## src/sv/text_terminal_character_engine_defines.svh

```systemverilog
// Assertion macros shared by the terminal character engine.
// The macros expect signals named clk and rst in the module that uses them.
`ifndef TEXT_TERMINAL_CHARACTER_ENGINE_DEFINES_SVH
`define TEXT_TERMINAL_CHARACTER_ENGINE_DEFINES_SVH
`ifndef SYNTH
`define TTCE_ASSERT_IMP(lbl, ante, cons) \
  lbl: assert property (@(posedge clk) disable iff (rst) (ante) |-> (cons)) \
    else $error("ttce: same-cycle check failed");
`define TTCE_ASSERT_NXT(lbl, ante, cons) \
  lbl: assert property (@(posedge clk) disable iff (rst) (ante) |=> (cons)) \
    else $error("ttce: next-cycle check failed");
`else
`define TTCE_ASSERT_IMP(lbl, ante, cons)
`define TTCE_ASSERT_NXT(lbl, ante, cons)
`endif
`endif

```

## src/sv/ttce_pkg.sv

```systemverilog
package ttce_pkg;

  typedef enum logic [1:0] {
    OP_WRITE  = 2'd0,
    OP_SCROLL = 2'd1,
    OP_REPORT = 2'd2,
    OP_ESCAPE = 2'd3
  } op_kind_t;

  typedef enum logic [3:0] {
    CL_PRINT,
    CL_HIGH,
    CL_ESC,
    CL_NOP,
    CL_BS,
    CL_TAB,
    CL_LF,
    CL_CR,
    CL_CTRL
  } byte_class_t;

  // Register indexes of the configuration port.
  localparam logic [1:0] REG_ROWS    = 2'd0;
  localparam logic [1:0] REG_COLS    = 2'd1;
  localparam logic [1:0] REG_WRAP    = 2'd2;
  localparam logic [1:0] REG_NEWLINE = 2'd3;

  localparam logic [7:0] BYTE_BEL = 8'h07;
  localparam logic [7:0] BYTE_BS  = 8'h08;
  localparam logic [7:0] BYTE_TAB = 8'h09;
  localparam logic [7:0] BYTE_LF  = 8'h0A;
  localparam logic [7:0] BYTE_VT  = 8'h0B;
  localparam logic [7:0] BYTE_FF  = 8'h0C;
  localparam logic [7:0] BYTE_CR  = 8'h0D;
  localparam logic [7:0] BYTE_SO  = 8'h0E;
  localparam logic [7:0] BYTE_SI  = 8'h0F;
  localparam logic [7:0] BYTE_ESC = 8'h1B;
  localparam logic [7:0] PRINT_LO = 8'h20;
  localparam logic [7:0] PRINT_HI = 8'h7E;
  localparam logic [7:0] HIGH_LO  = 8'h7F;
  localparam logic [7:0] HIGH_HI  = 8'hFF;

  localparam logic [7:0] GLYPH_TILDE  = 8'h7E;
  localparam logic [7:0] GLYPH_LPAREN = 8'h28;
  localparam logic [7:0] GLYPH_CARET  = 8'h5E;
  localparam logic [7:0] GLYPH_RPAREN = 8'h29;

  localparam logic [7:0] RESET_ROWS = 8'd30;
  localparam logic [7:0] RESET_COLS = 8'd80;

  // Cells written by a control byte shown in caret form.
  localparam logic [2:0] CTRL_CELLS = 3'd4;

  // One display-memory operation as it leaves the block.
  typedef struct packed {
    op_kind_t    kind;
    logic [5:0]  row;
    logic [6:0]  col;
    logic [7:0]  glyph;
    logic        last;
  } op_t;

  // Progress through the operations of the byte being worked on.
  typedef struct packed {
    logic [2:0] phase;
    logic       scroll_pend;
  } seq_t;

  function automatic byte_class_t classify(input logic [7:0] b);
    byte_class_t c;
    case (b) inside
      [PRINT_LO:PRINT_HI]:          c = CL_PRINT;
      [HIGH_LO:HIGH_HI]:            c = CL_HIGH;
      BYTE_ESC:                     c = CL_ESC;
      BYTE_BEL, BYTE_SO, BYTE_SI:   c = CL_NOP;
      BYTE_BS:                      c = CL_BS;
      BYTE_TAB:                     c = CL_TAB;
      BYTE_LF, BYTE_VT, BYTE_FF:    c = CL_LF;
      BYTE_CR:                      c = CL_CR;
      default:                      c = CL_CTRL;
    endcase
    return c;
  endfunction

endpackage

```

## src/sv/ttce_step.sv

```systemverilog
module ttce_step #(
  parameter int MAX_ROWS  = 64,
  parameter int MAX_COLS  = 128,
  parameter int TAB_WIDTH = 8,
  localparam int RW = (MAX_ROWS > 1) ? $clog2(MAX_ROWS) : 1,
  localparam int CW = $clog2(MAX_COLS)
) (
  input  logic [7:0]       byte_in,
  input  ttce_pkg::seq_t   seq,
  input  logic [RW-1:0]    cursor_row,
  input  logic [CW-1:0]    cursor_col,
  input  logic [6:0]       rows_in_use,
  input  logic [7:0]       cols_in_use,
  input  logic             wrap_enable,
  input  logic             newline_mode,
  output ttce_pkg::op_t    op,
  output ttce_pkg::seq_t   seq_next,
  output logic [RW-1:0]    row_next,
  output logic [CW-1:0]    col_next
);
  import ttce_pkg::*;

  localparam int RSW = $clog2(MAX_ROWS + 1);
  localparam int RCW = (RSW > 7) ? RSW : 7;
  localparam int CSW = $clog2(MAX_COLS + TAB_WIDTH + 1);
  localparam int CCW = (CSW > 8) ? CSW : 8;

  // Next tab stop for every column, fixed at elaboration.
  logic [CCW-1:0] tab_stop [MAX_COLS];
  for (genvar i = 0; i < MAX_COLS; i++) begin : g_tab
    assign tab_stop[i] = CCW'((i / TAB_WIDTH + 1) * TAB_WIDTH);
  end

  byte_class_t    cls;
  logic [RCW-1:0] rows_ext, eff_rows, cr, rn;
  logic [CCW-1:0] cols_ext, eff_cols, cc, cn, tab_next;
  logic [2:0]     ncells;
  logic [7:0]     glyph_sel;
  logic           row_ok, col_ok;

  always_comb begin
    cls = classify(byte_in);

    rows_ext = RCW'(rows_in_use);
    if (rows_ext == '0) begin
      eff_rows = RCW'(1);
    end else if (rows_ext > RCW'(MAX_ROWS)) begin
      eff_rows = RCW'(MAX_ROWS);
    end else begin
      eff_rows = rows_ext;
    end
    cols_ext = CCW'(cols_in_use);
    if (cols_ext == '0) begin
      eff_cols = CCW'(1);
    end else if (cols_ext > CCW'(MAX_COLS)) begin
      eff_cols = CCW'(MAX_COLS);
    end else begin
      eff_cols = cols_ext;
    end

    // A shrunken screen pulls the cursor onto its last row or column.
    cr = (RCW'(cursor_row) >= eff_rows) ? eff_rows - RCW'(1) : RCW'(cursor_row);
    cc = (CCW'(cursor_col) >= eff_cols) ? eff_cols - CCW'(1) : CCW'(cursor_col);
    row_ok = cr < eff_rows - RCW'(1);
    col_ok = cc < eff_cols - CCW'(1);
    tab_next = tab_stop[cc[CW-1:0]];

    case (cls)
      CL_PRINT, CL_HIGH, CL_LF: ncells = 3'd1;
      CL_CTRL:                  ncells = CTRL_CELLS;
      default:                  ncells = 3'd0;
    endcase

    case (cls)
      CL_PRINT: glyph_sel = byte_in;
      CL_HIGH:  glyph_sel = GLYPH_TILDE;
      default: begin
        case (seq.phase)
          3'd0:    glyph_sel = GLYPH_LPAREN;
          3'd1:    glyph_sel = GLYPH_CARET;
          3'd2:    glyph_sel = byte_in;
          default: glyph_sel = GLYPH_RPAREN;
        endcase
      end
    endcase

    op       = '{kind: OP_REPORT, row: cr[5:0], col: cc[6:0], glyph: 8'd0, last: 1'b0};
    seq_next = seq;
    rn       = cr;
    cn       = cc;

    if (seq.scroll_pend) begin
      op.kind              = OP_SCROLL;
      op.row               = '0;
      op.col               = '0;
      seq_next.scroll_pend = 1'b0;
    end else if (cls == CL_ESC) begin
      op.kind = OP_ESCAPE;
      op.last = 1'b1;
    end else if (seq.phase < ncells) begin
      if (cls == CL_LF) begin
        if (newline_mode) begin
          cn = '0;
        end
        if (row_ok) begin
          rn      = cr + RCW'(1);
          op.row  = rn[5:0];
          op.col  = cn[6:0];
          op.last = 1'b1;
        end else begin
          // Bottom row: scroll now, report on the next operation.
          op.kind        = OP_SCROLL;
          op.row         = '0;
          op.col         = '0;
          seq_next.phase = seq.phase + 3'd1;
        end
      end else begin
        op.kind        = OP_WRITE;
        op.glyph       = glyph_sel;
        seq_next.phase = seq.phase + 3'd1;
        if (col_ok) begin
          cn = cc + CCW'(1);
        end else if (wrap_enable) begin
          cn = '0;
          if (row_ok) begin
            rn = cr + RCW'(1);
          end else begin
            seq_next.scroll_pend = 1'b1;
          end
        end
      end
    end else begin
      case (cls)
        CL_BS: begin
          if (cc != '0) begin
            cn = cc - CCW'(1);
          end
        end
        CL_TAB: cn = (tab_next < eff_cols) ? tab_next : eff_cols - CCW'(1);
        CL_CR:  cn = '0;
        default: ;
      endcase
      op.row  = rn[5:0];
      op.col  = cn[6:0];
      op.last = 1'b1;
    end

    if (op.last) begin
      seq_next = '0;
    end

    row_next = rn[RW-1:0];
    col_next = cn[CW-1:0];
  end

endmodule

```

## src/sv/text_terminal_character_engine.sv

```systemverilog
// Text terminal character engine. Bytes arrive one per transfer on the input
// channel; each byte becomes a short list of display-memory operations on the
// output channel, one operation per transfer: cell writes, whole-screen scrolls
// up by one row, and a closing cursor report that carries the cursor position
// after the byte (ESC instead gives one escape-handoff operation). The last
// operation of a byte has last set. The block issues one operation per clock
// while out_ready is high, limited by its single result register, and takes
// the next byte in the same cycle that the final operation of the previous
// byte is issued. A printable byte gives two operations (write and report),
// three when it wraps at the bottom row and scrolls; a control byte shown in
// caret form gives five to nine; cursor moves, ignored bytes and ESC give one,
// a line feed at the bottom row two. The user writes screen size, wrap and
// newline mode through the configuration port while the block is idle, which
// the block does not enforce; sizes of zero act as one and sizes above the maximum act as the maximum.
`include "text_terminal_character_engine_defines.svh"

module text_terminal_character_engine #(
  parameter int MAX_ROWS  = 64,
  parameter int MAX_COLS  = 128,
  parameter int TAB_WIDTH = 8
) (
  input  logic       clk,
  input  logic       rst,
  // Configuration writes.
  input  logic       cfg_write,
  input  logic [1:0] cfg_index,
  input  logic [7:0] cfg_data,
  // Byte stream in.
  input  logic       in_valid,
  output logic       in_ready,
  input  logic [7:0] byte_in,
  // Operations out.
  output logic       out_valid,
  input  logic       out_ready,
  output logic [1:0] op_kind,
  output logic [5:0] row,
  output logic [6:0] col,
  output logic [7:0] glyph,
  output logic       last
);
  import ttce_pkg::*;

  localparam int RW = (MAX_ROWS > 1) ? $clog2(MAX_ROWS) : 1;
  localparam int CW = $clog2(MAX_COLS);

  // Configuration registers.
  logic [6:0] rows_in_use;
  logic [7:0] cols_in_use;
  logic       wrap_enable;
  logic       newline_mode;

  // Cursor state.
  logic [RW-1:0] cursor_row;
  logic [CW-1:0] cursor_col;

  // Input register: the byte whose operations are being issued.
  logic       cur_valid;
  logic [7:0] cur_byte;
  seq_t       seq;

  // Result register.
  op_t out_op;

  op_t           step_op;
  seq_t          seq_next;
  logic [RW-1:0] row_next;
  logic [CW-1:0] col_next;
  logic          advance;
  logic          in_take;

  ttce_step #(
    .MAX_ROWS  (MAX_ROWS),
    .MAX_COLS  (MAX_COLS),
    .TAB_WIDTH (TAB_WIDTH)
  ) u_step (
    .byte_in      (cur_byte),
    .seq          (seq),
    .cursor_row   (cursor_row),
    .cursor_col   (cursor_col),
    .rows_in_use  (rows_in_use),
    .cols_in_use  (cols_in_use),
    .wrap_enable  (wrap_enable),
    .newline_mode (newline_mode),
    .op           (step_op),
    .seq_next     (seq_next),
    .row_next     (row_next),
    .col_next     (col_next)
  );

  // An operation moves into the result register whenever that register is
  // empty or being emptied by a transfer in the same cycle.
  assign advance  = cur_valid && (!out_valid || out_ready);
  // A new byte enters as the final operation of the current one leaves.
  assign in_ready = !cur_valid || (advance && step_op.last);
  assign in_take  = in_valid && in_ready;

  always_ff @(posedge clk) begin
    if (rst) begin
      rows_in_use  <= RESET_ROWS[6:0];
      cols_in_use  <= RESET_COLS;
      wrap_enable  <= 1'b1;
      newline_mode <= 1'b0;
    end else if (cfg_write) begin
      case (cfg_index)
        REG_ROWS:    rows_in_use  <= cfg_data[6:0];
        REG_COLS:    cols_in_use  <= cfg_data;
        REG_WRAP:    wrap_enable  <= cfg_data[0];
        REG_NEWLINE: newline_mode <= cfg_data[0];
        default: ;
      endcase
    end
  end

  always_ff @(posedge clk) begin
    if (rst) begin
      cur_valid  <= 1'b0;
      seq        <= '0;
      cursor_row <= '0;
      cursor_col <= '0;
      out_valid  <= 1'b0;
    end else begin
      if (in_take) begin
        cur_valid <= 1'b1;
        seq       <= '0;
      end else if (advance) begin
        cur_valid <= !step_op.last;
        seq       <= seq_next;
      end
      // Every issued operation stores the cursor, which also keeps the
      // clamped position after the screen has shrunk.
      if (advance) begin
        cursor_row <= row_next;
        cursor_col <= col_next;
        out_valid  <= 1'b1;
      end else if (out_ready) begin
        out_valid <= 1'b0;
      end
    end
  end

  always_ff @(posedge clk) begin
    if (in_take) begin
      cur_byte <= byte_in;
    end
    if (advance) begin
      out_op <= step_op;
    end
  end

  assign op_kind = out_op.kind;
  assign row     = out_op.row;
  assign col     = out_op.col;
  assign glyph   = out_op.glyph;
  assign last    = out_op.last;

  // An escape handoff is always the only operation of its byte.
  `TTCE_ASSERT_IMP(a_escape_last, out_valid && out_op.kind == OP_ESCAPE, out_op.last)
  // A scroll is always followed by another operation of the same byte.
  `TTCE_ASSERT_IMP(a_scroll_not_last, out_valid && out_op.kind == OP_SCROLL, !out_op.last)
  // The sequencer never runs past the caret form of a control byte.
  `TTCE_ASSERT_IMP(a_phase_range, cur_valid, seq.phase <= CTRL_CELLS)
  // After the final operation the next byte starts from its first operation.
  `TTCE_ASSERT_NXT(a_seq_restart, advance && step_op.last, seq == '0)

endmodule
```

## config.mk

```make
export PLATFORM = sky130hd
export DESIGN_NAME = text_terminal_character_engine
export DESIGN_NICKNAME = d
export VERILOG_FILES = /design/src/sv/ttce_pkg.sv /design/src/sv/ttce_step.sv /design/src/sv/text_terminal_character_engine.sv
export VERILOG_INCLUDE_DIRS = /design/src /design/src/sv
export SDC_FILE = /design/constraint.sdc
export NUM_CORES = 1
export LEC_CHECK = 0
export ABC_AREA = 1
export BUFFER_PORTS_ARGS = -buffer_cell sky130_fd_sc_hd__buf_2
export CAP_MARGIN = 20
export CORE_ASPECT_RATIO = 0.6
export CORE_MARGIN = 2
export CORE_UTILIZATION = 50
export DETAILED_ROUTE_END_ITERATION = 8
export PLACE_DENSITY = 0.72
export SLEW_MARGIN = 15
export SYNTH_ARGS = -nofsm -noshare
export SYNTH_HDL_FRONTEND = slang
export SYNTH_SLANG_ARGS = --single-unit
export TNS_END_PERCENT = 10
```

## constraint.sdc

```tcl
create_clock -name clk -period 3.9 [get_ports clk]
set_clock_uncertainty 0.1 [all_clocks]
set_input_delay 0.195 -clock clk [delete_from_list [all_inputs] [get_ports clk]]
set_output_delay 0.195 -clock clk [all_outputs]
set_load 0.05 [all_outputs]
```

==> metrics.md, run 1 <==
| Metric | Value |
|---|---|
| Outcome | complete, but fails checks |
| Failing checks | negative setup slack |
| Worst reg2reg path depth | 27 |
| Max-cap check violation count | 0 |
| Type of origin of the critical path | flip-flop |
| FF-to-FF setup slack | -0.05 ns |
| CTS sink count | 68 |
| Clock-pin slew on the worst setup and hold paths | approximately 0.060 ns |
| WHS Path Cells | 3 |
| Die width | 137 um |
| Die ar. | roughly 12000 um2 |
| H-Tree Depth | 3 |
| ANT nets after route | 0 |
| RSZ-0062 raised after global routing | yes |
| Slew Limit Fails | 0 |
| Later-pin clock latency in the skew report | 0.33 ns |
| VDD IR max | 0.239 mV |
| Critical Path AT | ~4.1 ns |
| DIE HEIGHT | between 80 and 90 um |
| FP Rows | 29 |
| CP Capture Type | flip-flop |
| Drt first pass iters | 5 |
| WL final | between 15000 and 20000 um |
| EDFF count, synth | 32 |
| R2r endpoint | cursor_col[0] |
| Worst slew pin tran | 0.747 ns |
| Fraction of layout cells with a size suffix above 1 | 29.6% |
| Hold Path End | rows_in_use[2] |
| Final min period | 3.95 ns |
| Mean Syn Cell Area | slightly above 7 um2 |
| Initial antenna violation count | 0 |
| Largest net degree at the start of global routing | 25 |
| Nets@finish | 917 |
| Number of global-route vias before repair | between 5000 and 6000 |
| Top_reg_cell synth | dfxtp_1 |
| Critical path data required time | between 4 and 5 ns |
| DRC viols | 0 |
| Final setup fails | 6 |
| Warnings, synthesis | 0 |
| Wirelength per Cell | between 15 and 20 um |
| Starting DRC count in detailed routing | 589 |
| Core box area | 10500 um2 |
| Pleak | 3.29 nW |
| Sequential share of the synthesized area | between 30% and 40% |
| Diode count | 0 |
| Gate Count Post-Synth | 735 |
| Via/cell ratio | between 5 and 6 |
| GRT Overall Usage | 27.7% |
| Synth area leader | edfxtp_1 |
| Starting Density | between 50% and 60% |
| Post-synth design cell area | roughly 5300 um2 |
| Crit path max fanout | 8 |
| Ranking of synthesized cells by area | edfxtp_1 18%, dfxtp_1 13%, nand2_1 12%, ha_1 10%, inv_1 6.5% |
| Final core utilization | roughly 66% |
| Worst r2r src | cols_in_use[5] |
| Fmax | ~250 MHz |
| P per Cell Area | 377 nW/um2 |
| Slew HR | 50.1% |
| Final setup margin | -0.0456 ns |
| Min-Delay Path Class | input port to flip-flop |
| Num ports | 49 |
| Final hold vios | 0 |
| DR vias | between 5000 and 6000 |
| CTS Root Cell | clkbuf_16 |
| Synth Register Bits | between 60 and 70 |
| Net count after synthesis | roughly 800 |
| Number of port buffers | 48 |
| Final Cycle Share | 101% |
| First-pass GRT wire length | 25100 um |
| Hold path start | cfg_data[2] |
| CTS buffer count | 9 |
| Fraction of registers with async set/reset | 0% |
| Fill count | just under 900 |
| Total gr overflow | 0 |
| Clock Path Buffers | 2 |
| WS Path Type | flip-flop to flip-flop |
| Share of Yosys cell area claimed by the top area cell type | between 10% and 20% |
| Synth unique cells | between 50 and 60 |
| Final total negative setup slack | -0.124 ns |
| CTS tree | yes |
| Area Overhead vs Synth | 29.3% |
| HPWL Detailed | about 12000 um |
| GP Congestion | between 1 and 1.5 |
## cell type report
cell class	count	area (um2)	area share (%)
Multi-Input combinational cell	547	3520	50.9
Sequential cell	68	1690	24.5
Timing Repair Buffer	116	787	11.4
Inverter	108	420	6.09
Clock buffer	12	246	3.57
Tap cell	139	174	2.52
Clock inverter	4	72.6	1.05
## through the flow
step	hold WS, ns	setup slack [ns]	total power, W	cell area, um2	std cells
2_1_floorplan	0.194	-0.0123	0.00140	5360	735
3_3_place_gp	0.273	-0.0170	0.00160	6030	953
3_5_place_dp	0.274	-0.158	0.00163	6030	953
4_1_cts	0.00458	0.00422	0.00253	6610	983
5_1_grt	0.0273	-0.266	0.00272	6910	994
6_report	0.0140	-0.0456	0.00260	6910	994
## repair_timing
action                                  in CTS  in global routing
pin swaps                                   17                 41
hold endpoints to repair                     9                  0
gates resized for setup                     31                 57
hold buffers                                 9                  0
endpoints found under the setup margin      24                 30
setup buffers                                5                 11
## critical path, stage by stage (launching register included)
cell	delay [ns]
dfxtp_2	0.34
nor2_4	0.13
nand2_2	0.08
o21ai_4	0.20
buf_6	0.14
nand2_4	0.05
ha_4	0.29
a21oi_4	0.05
o21a_4	0.20
nand2_4	0.08
buf_6	0.13
nand3_2	0.07
nand2_2	0.09
inv_4	0.06
ha_4	0.16
nand4_1	0.12
nand2_1	0.07
ha_1	0.30
nand2_2	0.06
inv_2	0.05
nand4_1	0.16
nand2_4	0.17
nand4_1	0.22
o22ai_1	0.24
o21ai_1	0.11
nand3b_1	0.12
nand2_1	0.05
inv_1	0.05
## per-layer routing
metal | part of all wire, % | vias to the layer above | track usage (%)
li1 | - | 2705 | -
met1 | 44 | 2596 | 38.8
met2 | 44 | 286 | 42.3
met3 | 9.5 | 43 | 6.44
met4 | 2.2 | 0 | 7.97
met5 | 0 | - | 0
## synthesized netlist by cell type, types with 5 or more instances
master,n
inv_2,15
ha_1,44
o21ai_2,7
o21ai_0,50
o211ai_1,11
nand2_2,10
inv_1,92
a21oi_1,48
dfxtp_1,36
xor2_1,11
a211oi_1,5
nor2_1,61
clkbuf_1,9
nor3_1,5
nand2_1,167
nor2_2,7
o21ai_1,11
edfxtp_1,32
nand4_1,12
nand3_1,47
## cells by family after synthesis
group	Yosys count	share of synthesized area (%)
compound gates	157	18.1
xor+xnor	13	2.27
fa+ha+maj	44	10.3
buf+inv	120	8.90
flops	68	31.5
mux	1	0.187
other cells	1	0.0702
simple gates	331	28.6
## power by group
group / switching, W / internal (W) / total [W] / leakage, nW
logic: 0.000569 / 0.000314 / 0.000882 / 2.53
registers: 0.0000367 / 0.000808 / 0.000844 / 0.604
clock network: 0.000298 / 0.000577 / 0.000875 / 0.154
total: 0.000903 / 0.00170 / 0.00260 / 3.29
## registers in the layout, indices dropped and copies added, names as in the netlist, 2 cells and up
signal	cells
cols_in_use	8
cur_byte	8
cursor_row	6
rows_in_use	7
op_kind	2
glyph	8
cursor_col	7
row	6
seq	4
col	7
## worst max path at each step
| stage | startpoint | to | depth (start not counted) |
|---|---|---|---|
| after floorplan | rows_in_use[1] | cur_byte[0] | 25 |
| after global placement | rows_in_use[1] | cur_byte[7] | 24 |
| after detailed placement | cols_in_use[3] | cursor_col[6] | 28 |
| after CTS | cols_in_use[0] | cursor_col[6] | 31 |
| after global routing | cols_in_use[2] | cursor_col[2] | 27 |
| final | cols_in_use[5] | cursor_col[0] | 27 |
## placed cells by master, fill, tap and decap left out, drive strengths merged, types with 4 or more instances in the layout
| master | count |
|---|---|
| ha | 44 |
| xor2 | 12 |
| o21a | 4 |
| buf | 107 |
| inv | 108 |
| nand3 | 49 |
| clkbuf | 12 |
| dfxtp | 36 |
| o211ai | 11 |
| nand3b | 5 |
| a211oi | 5 |
| dlygate4sd3 | 9 |
| edfxtp | 32 |
| nand4 | 13 |
| nand2 | 181 |
| o21ai | 71 |
| a31oi | 4 |
| nor3 | 7 |
| nor2 | 70 |
| a21oi | 52 |
No activity file was read; power rests on OpenSTA's default activity.
==> run 2: changes to the inputs <==
- CELL_PAD_IN_SITES_DETAIL_PLACEMENT: unset -> 0
- CELL_PAD_IN_SITES_GLOBAL_PLACEMENT: unset -> 2
- CORE_UTILIZATION: 50 -> 31
- PLACE_DENSITY: 0.72 -> 0.84
==> metrics.md, run 2 (same netlist as run 1, synthesis figures left out) <==
| Metric | Value |
|---|---|
| Largest net degree at the start of global routing | 25 (unchanged) |
| Area Overhead vs Synth | 35.4% |
| Slew HR | 49.4% (-0.71 points) |
| Fmax | 260 MHz (+2.7%) |
| Type of origin of the critical path | flip-flop |
| CTS sink count | 68 (unchanged) |
| WL final | 16400 um (+1.6%) |
| Pleak | 3.41 nW (+3.5%) |
| P per Cell Area | 358 nW/um2 (-5.1%) |
| Switching part of the total | 36.2% (+1.4 points) |
| Number of global-route vias before repair | 4799 (-7.4%) |
| Outcome | finished clean |
| Num ports | 49 (unchanged) |
| Final setup margin | 0.0567 ns (+0.102 ns) |
| GP Congestion | 0.863 (-15%) |
| Min-Delay Path Class | input port to flip-flop |
| Fill count | 1797 (+100%) |
| Wirelength per Cell | 14.7 um (-9.3%) |
| Diode count | 0 (unchanged) |
| H-Tree Depth | 3 (unchanged) |
| R2r endpoint | cursor_col[0] |
| Commonest non-fill, non-tap cell in the layout | nand2_1 |
| DIE HEIGHT | 106 um (+26%) |
| Crit path max fanout | 4 (-4) |
| GRT Overall Usage | 18.0% (-9.7 points) |
| Worst reg2reg path depth | 27 (unchanged) |
| RSZ-0062 raised after global routing | yes |
| Clock-pin slew on the worst setup and hold paths | 0.06 ns (about the same) |
| DRC viols | 0 (unchanged) |
| VDD IR max | 0.190 mV (-20%) |
| FP Rows | 37 (+28%) |
| FF+latch area | 1690 um2 (+0.15%) |
| Commonest cells after routing, fill and taps aside | 146 x nand2_1, 84 x inv_1, 75 x buf_4, 55 x nor2_1, 48 x o21ai_0 |
| Die width | 173 um (+26%) |
| Area occupied by multi-input gates | 3530 um2 (+0.32%) |
| Final min period | 3.84 ns (-0.102 ns) |
| Comb pwr share | 34.9% (+1.0 points) |
| NetSw | 0.000935 W (+3.5%) |
| Worst r2r src | cols_in_use[4] |
| Drt first pass iters | 5 (unchanged) |
| Sequential Power Share | 32.6% (about the same) |
| Int Pwr | 0.00165 W (-2.8%) |
| HPWL Detailed | 12500 um (+4.8%) |
| Clock power share | 32.6% (-1.0 points) |
| Starting DRC count in detailed routing | 452 (-23%) |
| Slew Limit Fails | 0 (unchanged) |
| Later-pin clock latency in the skew report | 0.34 ns (about the same) |
| Core box area | 17000 um2 (+62%) |
| CTS Root Cell | clkbuf_16 |
| DR vias | 5267 (-6.4%) |
| Worst slew pin tran | 0.758 ns (+0.0107 ns) |
| Max-cap check violation count | 0 (unchanged) |
| Critical path data required time | 3.61 ns (-0.47 ns) |
| First-pass GRT wire length | 25700 um (+2.6%) |
| Nets@finish | 941 (+2.6%) |
| FF-to-FF setup slack | 0.14 ns (+0.19 ns) |
| CTS buffer count | 9 (unchanged) |
| Final Cycle Share | 98.5% (-2.6 points) |
| Critical Path AT | 3.55 ns (-0.57 ns) |
| Placement Setup Slack | -0.187 ns (-0.0283 ns) |
| Die ar. | 18300 um2 (+59%) |
| Cell area after layout | 7230 um2 (+4.7%) |
| Setup crit end | in_ready |
| CP Capture Type | output port |
| Final hold vios | 0 (unchanged) |
| Placed cell area | 6340 um2 (+5.2%) |
| WS Path Type | flip-flop to output port |
| ANT nets after route | 0 (unchanged) |
| Initial antenna violation count | 0 (unchanged) |
| Clock Path Buffers | 2 (unchanged) |
| Via/cell ratio | 4.73 (-16%) |
| CTS tree | yes |
| Number of port buffers | 48 (unchanged) |
| Total gr overflow | 0 (unchanged) |
| Starting Density | 31.4% (-19 points) |
| Final setup fails | 0 (-6) |
| Fraction of layout cells with a size suffix above 1 | 32.1% (+2.5 points) |
| Worst setup path start | rows_in_use[2] |
run 2: cell types whose count changed in the layout (fill, tap and decap cells not counted), moves of 4 or more:
| cell | before | now |
|---|---|---|
| dfxtp_2 | 4 | 9 |
| buf_4 | 57 | 75 |
| dlygate4sd3_1 | 9 | 13 |
| nand3_2 | 7 | 3 |
| dfxtp_1 | 31 | 27 |
run 2: area by class of cell:
class | instances | area share, %
clock inverters | 4 | 0.346
clock buffers | 12 | 3.84
inverters | 108 | 5.78
multi-input cells | 547 | 48.8
well taps | 234 | 4.05
repair buffers | 140 | 13.8
flip-flops and latches | 68 | 23.4
run 2: worst min path at each step:
stage / slack [ns] / cells past startpoint / from / to
after global placement: 0.28 / 1 / byte_in[5] / cur_byte[5]
after detailed placement: 0.27 / 1 / byte_in[2] / cur_byte[2]
after floorplan: 0.19 / 0 / byte_in[0] / cur_byte[0]
final: 0.03 / 4 / out_ready / out_valid
after global routing: 0.04 / 4 / out_ready / out_valid
after CTS: 0.02 / 3 / cfg_data[7] / cols_in_use[7]
run 2: critical path, stage by stage, from the launching register on:
cell and delay (ns):
dfxtp_2 0.32, nor2_2 0.11, inv_1 0.08, nor3_2 0.16, nand2_1 0.13, a21oi_2 0.16
inv_1 0.06, ha_1 0.26, nand2_1 0.06, o21a_1 0.19, nand2_2 0.10, buf_6 0.14
inv_4 0.04, nand2_2 0.05, o21ai_2 0.06, ha_1 0.28, o211ai_1 0.09, nand2_1 0.13
a21oi_4 0.18, inv_2 0.06, o21ai_2 0.16, nand3_2 0.12, nand2_4 0.12, buf_8 0.14
run 2: power by group through the flow:
stage,combinational [W],clock (W),sequential (W)
finish,0.000901,0.000842,0.000842
floorplan,0.000474,0,0.000924
global placement,0.000814,0,0.000853
global route,0.000993,0.000889,0.000848
detailed placement,0.000807,0,0.000853
CTS,0.000840,0.000859,0.000839
run 2: routing by layer:
| layer | vias to the layer above | global-route usage [%] | share of wire (%) |
|---|---|---|---|
| met5 | - | 0 | 0 |
| met4 | 0 | 3.51 | 0.57 |
| met3 | 11 | 3.03 | 4.8 |
| met2 | 137 | 24.1 | 38 |
| met1 | 2375 | 29.2 | 56 |
| li1 | 2744 | - | - |
run 2: per-stage QoR:
step                util, %  power (W)  setup TNS (ns)  hold slack, ns  cells
CTS                    40.8    0.00254               0          0.0219   1105
floorplan                 -    0.00140         -0.0981           0.194    735
global route           42.6    0.00273           -1.42          0.0447   1113
global placement       37.3    0.00167          -0.446           0.276   1072
detailed placement     37.3    0.00166           -1.21           0.273   1072
finish                 42.6    0.00259               0          0.0339   1113
run 2: timing repair:
item	4_1_cts	5_1_grt
resized for setup	29	64
hold endpoints to repair	13	0
hold buffers	13	0
setup buffers	5	8
pin swaps	22	44
setup endpoints to repair	24	31
